==> config.mk <==
export PLATFORM = sky130hd
export DESIGN_NAME = round_robin_server_assigner
export DESIGN_NICKNAME = d
export VERILOG_FILES = /design/src/rtl/rrsa_pkg.sv /design/src/rtl/rrsa_cell.sv /design/src/rtl/round_robin_server_assigner.sv
export SDC_FILE = /design/constraint.sdc
export NUM_CORES = 2
export LEC_CHECK = 0
export ABC_CLOCK_PERIOD_IN_PS = 7300
export BUFFER_PORTS_ARGS = -buffer_cell sky130_fd_sc_hd__buf_2
export CAP_MARGIN = 30
export CELL_PAD_IN_SITES_DETAIL_PLACEMENT = 1
export CELL_PAD_IN_SITES_GLOBAL_PLACEMENT = 2
export CORE_MARGIN = 2
export CORE_UTILIZATION = 39
export DETAILED_ROUTE_END_ITERATION = 8
export HOLD_SLACK_MARGIN = 0.12
export PLACE_DENSITY_LB_ADDON = 0.2
export SETUP_SLACK_MARGIN = 0.2
export SYNTH_ARGS = -nofsm -noshare
export SYNTH_HDL_FRONTEND = slang
export SYNTH_SLANG_ARGS = --single-unit
export TNS_END_PERCENT = 100
==> constraint.sdc <==
create_clock -name i_clk -period 7.3 [get_ports i_clk]
set_input_delay 1.095 -clock i_clk [delete_from_list [all_inputs] [get_ports i_clk]]
set_output_delay 1.095 -clock i_clk [all_outputs]
set_load 0.1 [all_outputs]
==> src/rtl/rrsa_pkg.sv <==
package rrsa_pkg;

    localparam int SERVERS_DEF    = 16;
    localparam int COUNT_BITS_DEF = 20;

    localparam int TIME_W     = 31;
    localparam int FINISH_W   = 32;
    localparam int NUM_SRV_W  = 5;
    localparam int SRV_IDX_W  = 4;

    localparam logic [NUM_SRV_W-1:0] NUM_SRV_RESET = 5'd16;

    localparam logic KIND_ASSIGN = 1'b0;
    localparam logic KIND_REPORT = 1'b1;

    typedef struct packed {
        logic [TIME_W-1:0] arrival_time;
        logic [TIME_W-1:0] service_time;
        logic              end_of_batch;
    } t_req;

    typedef struct packed {
        logic                 kind;
        logic [SRV_IDX_W-1:0] server_index;
        logic                 dropped;
        logic                 is_last;
    } t_res;

    typedef struct packed {
        logic load_free;
        logic update;
        logic clear;
    } t_cell_ctl;

endpackage

==> src/rtl/rrsa_cell.sv <==
module rrsa_cell #(
    parameter int SERVERS    = rrsa_pkg::SERVERS_DEF,
    parameter int COUNT_BITS = rrsa_pkg::COUNT_BITS_DEF,
    parameter int CELL_IDX   = 0
) (
    input  logic                           i_clk,
    input  logic                           i_rst_n,
    input  rrsa_pkg::t_cell_ctl            i_ctl,
    input  logic [rrsa_pkg::TIME_W-1:0]    i_arrival,
    input  logic [rrsa_pkg::FINISH_W-1:0]  i_finish,
    input  logic [$clog2(SERVERS)-1:0]     i_start,
    input  logic [$clog2(SERVERS+1)-1:0]   i_n_eff,
    input  logic [COUNT_BITS-1:0]          i_highest,
    input  logic                           i_seek_hi,
    input  logic                           i_seek_lo,
    input  logic                           i_any_hi,
    output logic                           o_seek_hi,
    output logic                           o_seek_lo,
    output logic                           o_grant,
    output logic [COUNT_BITS-1:0]          o_new_count,
    output logic                           o_match
);
    import rrsa_pkg::*;

    localparam int IB = $clog2(SERVERS);
    localparam int NB = $clog2(SERVERS+1);

    logic                  r_free;
    logic                  r_busy;
    logic [FINISH_W-1:0]   r_finish;
    logic [COUNT_BITS-1:0] r_count;

    logic                  w_in_use;
    logic                  w_ge;
    logic                  w_cand_hi;
    logic                  w_grant_hi;
    logic                  w_grant_lo;
    logic [COUNT_BITS-1:0] w_inc;

    assign w_in_use   = NB'(CELL_IDX) < i_n_eff;
    assign w_ge       = IB'(CELL_IDX) >= i_start;
    assign w_cand_hi  = r_free & w_ge;
    assign w_grant_hi = i_seek_hi & w_cand_hi;
    assign w_grant_lo = i_seek_lo & r_free;
    assign o_seek_hi  = i_seek_hi & ~w_cand_hi;
    assign o_seek_lo  = i_seek_lo & ~r_free;
    assign o_grant    = w_grant_hi | (w_grant_lo & ~i_any_hi);

    assign w_inc       = (r_count != '1) ? r_count + COUNT_BITS'(1) : r_count;
    assign o_new_count = o_grant ? w_inc : '0;
    assign o_match     = w_in_use & (r_count == i_highest);

    always_ff @(posedge i_clk) begin
        if (!i_rst_n || i_ctl.clear) begin
            r_free   <= 1'b0;
            r_busy   <= 1'b0;
            r_finish <= '0;
            r_count  <= '0;
        end else begin
            if (i_ctl.load_free) begin
                r_free <= w_in_use & (~r_busy | (r_finish <= {1'b0, i_arrival}));
            end
            if (i_ctl.update && o_grant) begin
                r_busy   <= 1'b1;
                r_finish <= i_finish;
                r_count  <= w_inc;
            end
        end
    end

endmodule

==> src/rtl/round_robin_server_assigner.sv <==
// Without end_of_batch, the accepting edge enters S_ASSIGN, which registers the assignment result.
// A new item is taken only while busy is low; the free flags load at the accepting edge and the
// cell chain is searched in S_ASSIGN; end_of_batch adds one S_REPORT step per server in use, then S_FLUSH.
// After a num_servers write, busy stays high while the position wraps back into range.
// Reset: synchronous, active low; clears all server state, position 0, num_servers 16.
// The receiver cannot stall: each result is on the ports for exactly one cycle.
module round_robin_server_assigner #(
    parameter int SERVERS    = rrsa_pkg::SERVERS_DEF,
    parameter int COUNT_BITS = rrsa_pkg::COUNT_BITS_DEF
) (
    input  logic                               i_clk,
    input  logic                               i_rst_n,
    input  logic                               start,
    output logic                               busy,
    input  rrsa_pkg::t_req                     i_req,
    output logic                               o_result_valid,
    output rrsa_pkg::t_res                     o_res,
    input  logic                               i_cfg_valid,
    output logic                               o_cfg_ready,
    input  logic [rrsa_pkg::NUM_SRV_W-1:0]     i_cfg_data
);
    import rrsa_pkg::*;

    localparam int IB = $clog2(SERVERS);
    localparam int NB = $clog2(SERVERS+1);

    typedef enum logic [3:0] {
        S_IDLE   = 4'b0001,
        S_ASSIGN = 4'b0010,
        S_REPORT = 4'b0100,
        S_FLUSH  = 4'b1000
    } t_state;

    t_state                r_state,   n_state;
    logic [NUM_SRV_W-1:0]  r_cfg_n;
    logic [IB-1:0]         r_pos,     n_pos;
    logic [COUNT_BITS-1:0] r_highest, n_highest;
    logic [FINISH_W-1:0]   r_finish,  n_finish;
    logic                  r_eob,     n_eob;
    logic [IB-1:0]         r_rep,     n_rep;
    t_res                  r_pend,    n_pend;
    logic                  r_out_valid, n_out_valid;
    t_res                  r_out,     n_out;

    logic [NB-1:0]         w_n_eff;
    logic                  w_pos_oor;
    logic [NB-1:0]         w_pos_inc;
    logic                  w_accept;
    t_cell_ctl             w_ctl;
    logic [SERVERS:0]      w_seek_hi;
    logic [SERVERS:0]      w_seek_lo;
    logic [SERVERS-1:0]    w_grant;
    logic [SERVERS-1:0]    w_match;
    logic [COUNT_BITS-1:0] w_cnt_arr [SERVERS];
    logic                  w_any_hi;
    logic                  w_found;
    logic [IB-1:0]         w_chosen;
    logic [COUNT_BITS-1:0] w_new_count;
    t_res                  w_assign_res;

    always_comb begin
        if (r_cfg_n == '0) begin
            w_n_eff = NB'(1);
        end else if (int'(r_cfg_n) > SERVERS) begin
            w_n_eff = NB'(SERVERS);
        end else begin
            w_n_eff = NB'(r_cfg_n);
        end
    end

    assign w_pos_oor   = NB'(r_pos) >= w_n_eff;
    assign w_pos_inc   = NB'(r_pos) + NB'(1);
    assign busy        = (r_state != S_IDLE) | w_pos_oor;
    assign w_accept    = start & ~busy;
    assign o_cfg_ready = (r_state == S_IDLE);

    assign w_ctl.load_free = w_accept;
    assign w_ctl.update    = (r_state == S_ASSIGN);
    assign w_ctl.clear     = (r_state == S_FLUSH);

    assign w_seek_hi[0] = 1'b1;
    assign w_seek_lo[0] = 1'b1;
    assign w_any_hi     = ~w_seek_hi[SERVERS];
    assign w_found      = ~w_seek_lo[SERVERS];

    for (genvar g = 0; g < SERVERS; g++) begin : g_cell
        rrsa_cell #(
            .SERVERS    (SERVERS),
            .COUNT_BITS (COUNT_BITS),
            .CELL_IDX   (g)
        ) u_cell (
            .i_clk       (i_clk),
            .i_rst_n     (i_rst_n),
            .i_ctl       (w_ctl),
            .i_arrival   (i_req.arrival_time),
            .i_finish    (r_finish),
            .i_start     (r_pos),
            .i_n_eff     (w_n_eff),
            .i_highest   (r_highest),
            .i_seek_hi   (w_seek_hi[g]),
            .i_seek_lo   (w_seek_lo[g]),
            .i_any_hi    (w_any_hi),
            .o_seek_hi   (w_seek_hi[g+1]),
            .o_seek_lo   (w_seek_lo[g+1]),
            .o_grant     (w_grant[g]),
            .o_new_count (w_cnt_arr[g]),
            .o_match     (w_match[g])
        );
    end

    always_comb begin
        w_chosen    = '0;
        w_new_count = '0;
        for (int i = 0; i < SERVERS; i++) begin
            w_chosen    = w_chosen | (w_grant[i] ? IB'(i) : '0);
            w_new_count = w_new_count | w_cnt_arr[i];
        end
    end

    always_comb begin
        w_assign_res.kind         = KIND_ASSIGN;
        w_assign_res.server_index = w_found ? SRV_IDX_W'(w_chosen) : '0;
        w_assign_res.dropped      = ~w_found;
        w_assign_res.is_last      = ~r_eob;
    end

    always_comb begin
        n_state     = r_state;
        n_pos       = r_pos;
        n_highest   = r_highest;
        n_finish    = r_finish;
        n_eob       = r_eob;
        n_rep       = r_rep;
        n_pend      = r_pend;
        n_out_valid = 1'b0;
        n_out       = r_out;
        case (r_state)
            S_IDLE: begin
                if (w_pos_oor) begin
                    n_pos = IB'(NB'(r_pos) - w_n_eff);
                end else if (start) begin
                    n_finish = {1'b0, i_req.arrival_time} + {1'b0, i_req.service_time};
                    n_eob    = i_req.end_of_batch;
                    n_state  = S_ASSIGN;
                end
            end
            S_ASSIGN: begin
                if (w_found && (w_new_count > r_highest)) begin
                    n_highest = w_new_count;
                end
                n_pos = (w_pos_inc == w_n_eff) ? '0 : IB'(w_pos_inc);
                if (r_eob) begin
                    n_pend  = w_assign_res;
                    n_rep   = '0;
                    n_state = S_REPORT;
                end else begin
                    n_out_valid = 1'b1;
                    n_out       = w_assign_res;
                    n_state     = S_IDLE;
                end
            end
            S_REPORT: begin
                if (w_match[r_rep]) begin
                    n_out_valid         = 1'b1;
                    n_out               = r_pend;
                    n_pend.kind         = KIND_REPORT;
                    n_pend.server_index = SRV_IDX_W'(r_rep);
                    n_pend.dropped      = 1'b0;
                    n_pend.is_last      = 1'b0;
                end
                if (NB'(r_rep) == w_n_eff - NB'(1)) begin
                    n_state = S_FLUSH;
                end else begin
                    n_rep = r_rep + IB'(1);
                end
            end
            S_FLUSH: begin
                n_out_valid   = 1'b1;
                n_out         = r_pend;
                n_out.is_last = 1'b1;
                n_highest     = '0;
                n_pos         = '0;
                n_state       = S_IDLE;
            end
            default: begin
                n_state = S_IDLE;
            end
        endcase
    end

    always_ff @(posedge i_clk) begin
        if (!i_rst_n) begin
            r_state     <= S_IDLE;
            r_cfg_n     <= NUM_SRV_RESET;
            r_pos       <= '0;
            r_highest   <= '0;
            r_out_valid <= 1'b0;
        end else begin
            r_state     <= n_state;
            r_pos       <= n_pos;
            r_highest   <= n_highest;
            r_out_valid <= n_out_valid;
            if (i_cfg_valid && o_cfg_ready) begin
                r_cfg_n <= i_cfg_data;
            end
        end
    end

    always_ff @(posedge i_clk) begin
        r_finish <= n_finish;
        r_eob    <= n_eob;
        r_rep    <= n_rep;
        r_pend   <= n_pend;
        r_out    <= n_out;
    end

    assign o_result_valid = r_out_valid;
    assign o_res          = r_out;

    a_one_grant: assert property (@(posedge i_clk) disable iff (!i_rst_n)
        (r_state == S_ASSIGN) |-> $onehot0(w_grant))
        else $error("more than one server granted");

    a_accept_assign: assert property (@(posedge i_clk) disable iff (!i_rst_n)
        w_accept |=> (r_state == S_ASSIGN))
        else $error("accepted item not assigned");

    a_assign_out: assert property (@(posedge i_clk) disable iff (!i_rst_n)
        ((r_state == S_ASSIGN) && !r_eob) |=>
        (o_result_valid && (o_res.kind == KIND_ASSIGN) && o_res.is_last))
        else $error("assignment result missing");

    a_flush_last: assert property (@(posedge i_clk) disable iff (!i_rst_n)
        (r_state == S_FLUSH) |=> (o_result_valid && o_res.is_last && (r_state == S_IDLE)))
        else $error("batch report not closed");

endmodule
==> impl_results.md <==
* Most used cell, CP: buf_4
* Power share of the sequential group at 40.0%
* Gr ovfl total at 0
* Syn avg cell area at just under 8 µm²
* Die width at about 400 µm
* Total GRT Usage at 35.7%
* Worst slew pin tran at around 1.2 ns
* FF-to-FF End: r_highest[16]
* Initial antenna violation count at 23
* Most common cell after layout, fill and taps aside: nand2_1
* Worst-path clk slew at about 0.060 ns
* Drt first pass iters at 5
* RSZ-0062 raised after global routing: false
* Post-DP HPWL at 215 mm
* Hold Vio Cnt, Final at 0
* Fin nets at ~8.3k
* YS warnings at 0
* Hold buffer count at CTS at 0
* Reg2reg start: r_pos[1]
* Slew HR at ~20%
* Pwr per Cell Area at 208 nW/µm²
* Kind of critical path: register to register
* Ys flop type: dfxtp_1
* Die Area at around 160,000 µm²
* Pin count of the biggest net entering global routing at 162
* Cell taking the most area after synthesis: dfxtp_1
* Clk pwr share at between 40 and 50%
* Post-route clock period utilization at about 90%
* Root buf cell: clkbuf_16
* Share of cells above drive strength 1 at roughly 7.5%
* Hold slack at 0.458 ns
* Slowest CP cell: or4_1
* Gate power share at between 10% and 20%
* Worst Hold Class: register to register
* Port bufs at 81
* Crit-path max cell delay at 0.70 ns
* R2r worst-path depth at 24
* Maximum operating frequency at about 0.15 GHz
* Area of the core at around 150,000 µm²
* Min-delay src: g_cell[8].u_cell.r_finish[13]
* Max VDD drop at 205 µV
* Total CTS buffers at about 120
* Yosys cell types at a little over 90
* Worst skew pair latency at ~0.78 ns
* Cell Chain, Critical Path: inv_1 > ha_1 > and2_1 > o21ai_0 > o2111ai_1 > buf_4 > or4_1 > o41a_2 > buf_4 > o22ai_1 > nor4_1 > o211ai_1 > ha_1 > nand4_1 > nor2_1 > nand3_1 > or3_1 > o22ai_1 > a2111oi_0 > o21a_1 > nor3_2 > nor2_2 > buf_4 > a22o_1
* Max-Cap Viols at 0
* Setup crit end kind: register
* Via count at between 50k and 60k
* Worst hold path stage count at 2
* DR DRC count at 0
* Final setup fails at 0
* CTS tree: built
* Post-synth top area share at between 20% and 30%
* Syn Inst Count at 7,833
* Layout overhead on the synthesized area at 11.7%
* R2R Setup Slk at 0.61 ns
* Syn Nets at 8,481
* Sink Count at 949
* Final max-slew violation count at 0
* Post-synth EDFFs at 51
* Drt initial violations at about 5.3k
* Worst Skew at 0.0508 ns
* Vias in the first global route at 57.2k
* Routability cong. at about 1.0
* Die Height at 399 µm
* Leakage Power at 0.0259 µW
* CP Launch Type: register
* Vias per inst at around 6.0
* Wirelength per Cell at about 30 µm
* Commonest cells after routing, fill and taps aside: nand2_1 (1,413), dfxtp_1 (896), a21oi_1 (839)
* Outcome: finished clean
* Filler cells at roughly 18k
* DRT antenna net count at 0
* Starting Density at between 30 and 40%
* Drt total wl at ~290 mm
* Worst setup startpoint: r_pos[1]
* Worst Hold End: g_cell[8].u_cell.r_finish[13]
* Row count at about 140
* Int Power at between 9000 and 10,000 µW
* WP data required at 7.99 ns
* Setup TNS at 0 ns
* Synth area leaders: dfxtp_1 (30%), ha_1 (12%), nand2_1 (8.8%)
* # H-tree levels at 3
* Tmin final at around 6.7 ns
* Switching share of power at a little under a third
* Post-synthesis sequential area ratio at between 30% and 40%
* Final Power at 14,100 µW
* Clk buf depth at 3
* Yosys reg bits at about 950
* First-pass GRT wire length at about 410 mm
* Mapped Area at 60,700 µm²
* Worst path arrival time at 7.38 ns
* Critical path fanouts, max at 11
* P_sw at 4370 µW
* Synth async-reset ratio at 0%
* IO Count at 82
==> cell families after synthesis <==
family | Yosys count | share of synthesized area [%]
xor+xnor | 781 | 11.3
flops | 949 | 32.1
fa+ha+maj | 576 | 11.9
compound gates | 1516 | 14.7
buf+inv | 712 | 4.47
simple gates | 3228 | 24.4
mux | 71 | 1.20
==> per-layer routing <==
layer	vias to the layer above	wire [µm]	GRT usage, %
met5	-	169	0
met4	24	15800	16.8
met3	507	18000	5.05
met2	1805	127000	55.6
met1	29500	128000	48.6
li1	26700	-	-
==> worst max-delay path by stage <==
stage	end	slack (ns)
after CTS	r_highest[16]	0.28
final	r_highest[16]	0.61
after floorplan	g_cell[3].u_cell.r_free	1.10
after detailed placement	r_highest[16]	0.20
after global placement	r_highest[14]	0.26
after global routing	r_highest[14]	0.22
==> through the flow <==
stage / setup slack (ns) / cells / util, % / instance area (µm²)
global placement: 0.256 / 9559 / 40.9 / 63100
finish: 0.606 / 9816 / 43.9 / 67800
CTS: 0.277 / 9804 / 43.8 / 67700
floorplan: 1.10 / 7833 / - / 60700
detailed placement: 0.196 / 9585 / 41.2 / 63600
global route: 0.224 / 9811 / 43.9 / 67800
==> critical path: cells and delay by family (launching register included) <==
kind            cells  cell delay [ns]
fa+ha+maj           2             0.58
simple gates        9             2.03
compound gates      9             2.63
buf+inv             4             0.90
flops               1             0.47
==> Yosys cell counts (all sizes together) (14+ instances only) <==
| cell type | count |
|---|---|
| xnor2 | 433 |
| a221oi | 14 |
| o21ai | 204 |
| and2 | 26 |
| a31oi | 20 |
| nor3 | 119 |
| or2 | 19 |
| a21o | 97 |
| xor2 | 348 |
| edfxtp | 51 |
| o22ai | 64 |
| ha | 574 |
| o21a | 50 |
| o221ai | 16 |
| mux2i | 65 |
| and4 | 24 |
| a21oi | 840 |
| nand2b | 96 |
| a22oi | 16 |
| or4 | 18 |
| dfxtp | 898 |
| inv | 136 |
| a22o | 20 |
| nand3 | 238 |
| and3 | 63 |
| nand4b | 15 |
| nor4 | 92 |
| buf | 84 |
| o211ai | 32 |
| a311oi | 23 |
| nand2 | 1425 |
| a211oi | 21 |
| nor2 | 652 |
| nand4 | 258 |
| nor2b | 104 |
| clkbuf | 491 |
| or3 | 49 |
==> what timing repair did <==
item	CTS	global route
gates resized for setup	1	4
pin swaps	0	1
endpoints found under the setup margin	11	20
buffers inserted	0	2
==> layout make-up <==
| type | count | area (µm²) | area share [%] |
|---|---|---|---|
| repair buffers | 290 | 2360 | 3.49 |
| flip-flops and latches | 949 | 19500 | 28.8 |
| diodes | 5 | 12.5 | 0.0185 |
| multi-input cells | 6172 | 38800 | 57.2 |
| clock inverters | 56 | 752 | 1.11 |
| inverters | 137 | 514 | 0.758 |
| clock buffers | 163 | 3340 | 4.93 |
| well taps | 2044 | 2560 | 3.77 |
==> state kept, by name (all words and copies together) (netlist names), 5 cells and up <==
| name | flops |
|---|---|
| g_cell.u_cell.r_finish | 512 |
| g_cell.u_cell.r_count | 320 |
| r_finish | 32 |
| r_highest | 20 |
| g_cell.u_cell.r_busy | 16 |
| g_cell.u_cell.r_free | 16 |
| o_res | 7 |
| r_pend | 7 |
| r_cfg_n | 5 |
==> power by group through the flow <==
stage / clock network [µW] / registers, µW / logic [µW]
5_1_grt: 6610 / 5640 / 2240
4_1_cts: 6410 / 5650 / 2050
2_1_floorplan: 0 / 5530 / 1160
3_5_place_dp: 0 / 5760 / 2040
3_3_place_gp: 0 / 5850 / 1830
6_report: 6310 / 5630 / 2140
Note: power is estimated with default switching activity, not from simulation.
